File: config.mk
export PLATFORM = sky130hd
export DESIGN_NAME = mbs_ctrl
export DESIGN_NICKNAME = d
export VERILOG_FILES = /design/src/rtl/core/mbs_pkg.sv /design/src/rtl/core/mbs_ctrl.sv
export SDC_FILE = /design/constraint.sdc
export NUM_CORES = 1
export LEC_CHECK = 0
export BUFFER_PORTS_ARGS = -buffer_cell sky130_fd_sc_hd__buf_2
export CAP_MARGIN = 20
export CORE_AREA = 2 2 39 41
export DETAILED_ROUTE_END_ITERATION = 10
export DIE_AREA = 0 0 41 43
export PLACE_DENSITY = 0.48
export RECOVER_POWER = 25
export SYNTH_ARGS = -nofsm -noshare
export SYNTH_HDL_FRONTEND = slang
export SYNTH_SLANG_ARGS = --single-unit
File: constraint.sdc
create_clock -name clk -period 3 [get_ports clk]
set_input_delay 0.15 -clock clk [delete_from_list [all_inputs] [get_ports clk]]
set_output_delay 0.15 -clock clk [all_outputs]
set_load 0.02 [all_outputs]
File: src/rtl/core/mbs_pkg.sv
// Shared constants and controller/datapath interface types for the mesh
// bounding sphere core. No dependencies.
`timescale 1ns / 1ps

package mbs_pkg;

    // Default store depth and coordinate width
    localparam int MAX_VERTICES_DEF = 1024;
    localparam int COORD_BITS_DEF   = 16;

    // Number of coordinate axes
    localparam int AXES = 3;

    // Commands from controller to datapath
    typedef struct packed {
        logic store;       // input transfer: store vertex, update box
        logic pass_start;  // begin distance pass over stored vertices
        logic root_start;  // begin square root of the largest distance
        logic publish;     // load result registers and clear mesh state
    } mbs_cmd_t;

    // Status from datapath to controller
    typedef struct packed {
        logic pass_busy;   // distance pass or its pipeline still running
        logic root_busy;   // square root unit iterating
    } mbs_sts_t;

endpackage

File: src/rtl/core/mbs_ctrl.sv
// Controller of the mesh bounding sphere core: load, distance pass, square
// root and result handoff. Uses mbs_pkg for the command and status types.
`timescale 1ns / 1ps

module mbs_ctrl (
    input  logic              clk,
    input  logic              rst_n,
    input  logic              in_valid,
    input  logic              last_vertex,
    output logic              in_stall,
    output logic              out_valid,
    input  logic              out_stall,
    output mbs_pkg::mbs_cmd_t cmd,
    input  mbs_pkg::mbs_sts_t sts
);

    typedef enum logic [3:0] {
        ST_LOAD = 4'b0001,
        ST_PASS = 4'b0010,
        ST_ROOT = 4'b0100,
        ST_DONE = 4'b1000
    } state_t;

    state_t state_reg;
    state_t state_next;
    logic   out_valid_reg;
    logic   out_valid_next;

    // Sequence one mesh through its phases
    always_comb
    begin
        state_next     = state_reg;
        out_valid_next = out_valid_reg;
        cmd            = '0;
        if (out_valid_reg && !out_stall)
            out_valid_next = 1'b0;
        case (state_reg)
            ST_LOAD:
            begin
                if (in_valid)
                begin
                    cmd.store = 1'b1;
                    if (last_vertex)
                    begin
                        cmd.pass_start = 1'b1;
                        state_next     = ST_PASS;
                    end
                end
            end
            ST_PASS:
            begin
                if (!sts.pass_busy)
                begin
                    cmd.root_start = 1'b1;
                    state_next     = ST_ROOT;
                end
            end
            ST_ROOT:
            begin
                if (!sts.root_busy)
                    state_next = ST_DONE;
            end
            ST_DONE:
            begin
                // Hand off once the output register frees up
                if (!out_valid_reg || !out_stall)
                begin
                    cmd.publish    = 1'b1;
                    out_valid_next = 1'b1;
                    state_next     = ST_LOAD;
                end
            end
            default:
            begin
                state_next = ST_LOAD;
            end
        endcase
    end

    always_ff @(posedge clk or negedge rst_n)
    begin
        if (!rst_n)
        begin
            state_reg     <= ST_LOAD;
            out_valid_reg <= 1'b0;
        end
        else
        begin
            state_reg     <= state_next;
            out_valid_reg <= out_valid_next;
        end
    end

    assign in_stall  = (state_reg != ST_LOAD);
    assign out_valid = out_valid_reg;

    a_pass_entry : assert property (@(posedge clk) disable iff (!rst_n)
        (in_valid && !in_stall && last_vertex) |=> (state_reg == ST_PASS))
        else $error("last vertex did not start the distance pass");

    a_root_after_pass : assert property (@(posedge clk) disable iff (!rst_n)
        (state_reg == ST_ROOT) |-> !sts.pass_busy)
        else $error("square root started before pass drained");

    a_publish_valid : assert property (@(posedge clk) disable iff (!rst_n)
        cmd.publish |=> out_valid_reg)
        else $error("published result not presented");

endmodule
==> qor.yml <==
hold_viol: 0
antenna_found_initial: 0
h-tree-depth: 1
rsz0062_at_grt: "no"
ys_top_cells_by_area: "dfrtp_1 (33%), dfstp_2 (8.8%), and4b_4 (4.6%)"
r2r_cells: 3
dpl-instance-area_um2: 369
wire_per_inst_um: 11.2
critical-path-slowest-cell: "dfstp_2"
setup_viol: 0
pre_cts_slack_ns: 1.47
wl_met1_um: 304
clk_latency_ns: 0.25
holdWs_ns: 0.140
p_leak_nw: 0.206
fillers: 165
synthCells: 31
yosysTopAreaCell: "dfrtp_1"
r2r_start: "state_reg[2]$_DFFE_PN0P_"
cts_setup_buffers: 0
cts-root-buf: "clkbuf_4"
synth_seq_cells: 5
cap_violations: 0
synth_edf_count: 0
r2r_slack_ns: 1.66
start_util_pct: 21.7
synthesis.nets: 38
ios: 13
multiInputGateArea_um2: 151
dr_wl_met3_um: 52
fin_ws_ns: 1.23
ir_drop_uv: 131
max_freq_mhz: 564
numCtsBuffers: 3
track_usage_pct: 10.8
postRouteAntennaNets: 0
clock_skew_ns: 0.00754
fin_crit_ns: 1.77
synthTopCellsByCount: "dfrtp_1 (4), inv_1 (3), nand2_1 (3)"
yosys_warnings: 0
cp-end-kind: "output port"
post_drt_via_cell_ratio: 4.75
grt_overflow: 0
largest_reg_flops: 4
synth.distinct_cells: 22
drt_iter0_drc: 5
wl_met2_um: 329
dp_hpwl_um: 543
dieArea_um2: 1760
n_antenna_cell: 0
top_layer_used: "met4"
fin_total_pwr_mw: 0.192
die_x_um: 41
regArea_um2: 126
numPortBuffers: 12
drc: 0
grt_pass1_vias: 293
slew_viol_final: 0
power_density_nw_per_um2: 473
postLayoutCellArea_um2: 405
r2r_end: "state_reg[0]$_DFFE_PN1P_"
worst_hold_path.endpoint: "out_valid$_DFF_PN0_"
crit_chain: "nor4b_1 -> and3_1 -> buf_2"
tightest_slew_ns: 0.394
drive_gt1_share_pct: 38.3
synth.top_cell.area_share_pct: 33.3
ys.flop_type: "dfrtp_1"
hp-class: "in2reg"
finalWirelength_um: 703
grt_max_degree: 10
clk_path_buf_depth: 2
min_from: "out_stall"
critPathMaxFanout: 8
vias: 299
whs_path_depth: 3
grt_first_pass_wirelength_mm: 1.19
setup-tns-final_ns: 0
netlist_area_um2: 300
cpPeakStageDelay_ns: 0.58
yosysMostFrequentCell: "dfrtp_1"
synthArstFlopShare_pct: 100
worst_ep_required_time_ns: 2.85
fp.dieH_um: 43
critPathArrivalTime_ns: 1.62
start_kind: "flop"
finalNetCount: 55
outcome: "complete, no violations"
gp_congestion: 0.687
worstSetupPathType: "reg2out"
numClockSinks: 5
period_share_pct: 59.1
yosysSeqAreaShare_pct: 42.1
area_growth_pct: 35.0
cts_tree: "yes"
max-slew-margin-rel_pct: 73.4
rows: 14
design.core.area_um2: 1380
clk_pin_slew_worst_paths_ns: 0.05
syn_avg_cell_area_um2: 9.69
drt_first_pass_iters: 2
## per-layer routing
metal  track usage, %  up-vias
met1             13.0      136
met4             8.00        0
li1                 -      148
met3             5.24        2
met5                0        -
met2             14.1       13
## layout by cell type (no fill, tap or decap), types with 2 or more instances in the layout
cell type,synthesis,routed
a21oi_1,2,2
buf_2,0,11
clkbuf_4,0,3
dfrtp_1,4,4
inv_1,3,3
nand2_1,3,3
nor3_1,2,2
## stage by stage
step | util, % | cells
after CTS | 29.4 | 63
final | 29.3 | 63
after global placement | 26.7 | 58
after floorplan | - | 31
after detailed placement | 26.7 | 58
after global routing | 29.3 | 63
## critical path, delay by kind of cell (launching register included)
kind,cells,cell delay (ns)
DFF,1,0.58
and+or+nand+nor,2,0.61
buffers and inverters,1,0.17
## how the worst max path moves through the flow
stage                             startpoint      to  slack [ns]  depth (start not counted)
floorplan           state_reg[2]$_DFFE_PN0P_  cmd[0]        1.53                          3
global placement    state_reg[0]$_DFFE_PN1P_  cmd[2]        1.51                          3
detailed placement  state_reg[0]$_DFFE_PN1P_  cmd[2]        1.47                          3
CTS                 state_reg[0]$_DFFE_PN1P_  cmd[2]        1.20                          3
global route        state_reg[0]$_DFFE_PN1P_  cmd[2]        1.08                          3
finish              state_reg[0]$_DFFE_PN1P_  cmd[2]        1.23                          3
## area by class of cell
| class | count | share of cell area, % |
|---|---|---|
| multi-input combinational | 22 | 37.3 |
| tap | 16 | 4.94 |
| clock buffer | 3 | 5.56 |
| clock inverter | 1 | 1.23 |
| timing repair buffer | 13 | 17.0 |
| inverter | 3 | 2.78 |
| sequential | 5 | 31.2 |
## power by group
group / total [mW] / internal, mW / switching, mW
Clock: 0.0792 / 0.0484 / 0.0308
Combinational: 0.0344 / 0.0157 / 0.0187
Sequential: 0.0782 / 0.0719 / 0.00630
## repair_timing
item	4_1_cts	5_1_grt
resized for setup	0	0
hold buffers	1	0
hold endpoints to repair	5	0
## cell families after synthesis
kind of cell           synth area share, %
buffers and inverters                 7.50
AND/OR/NAND/NOR                       35.8
AO/OA/AOI/OAI                         14.6
flip-flops                            42.1
Power figures use the tool's default switching activity.
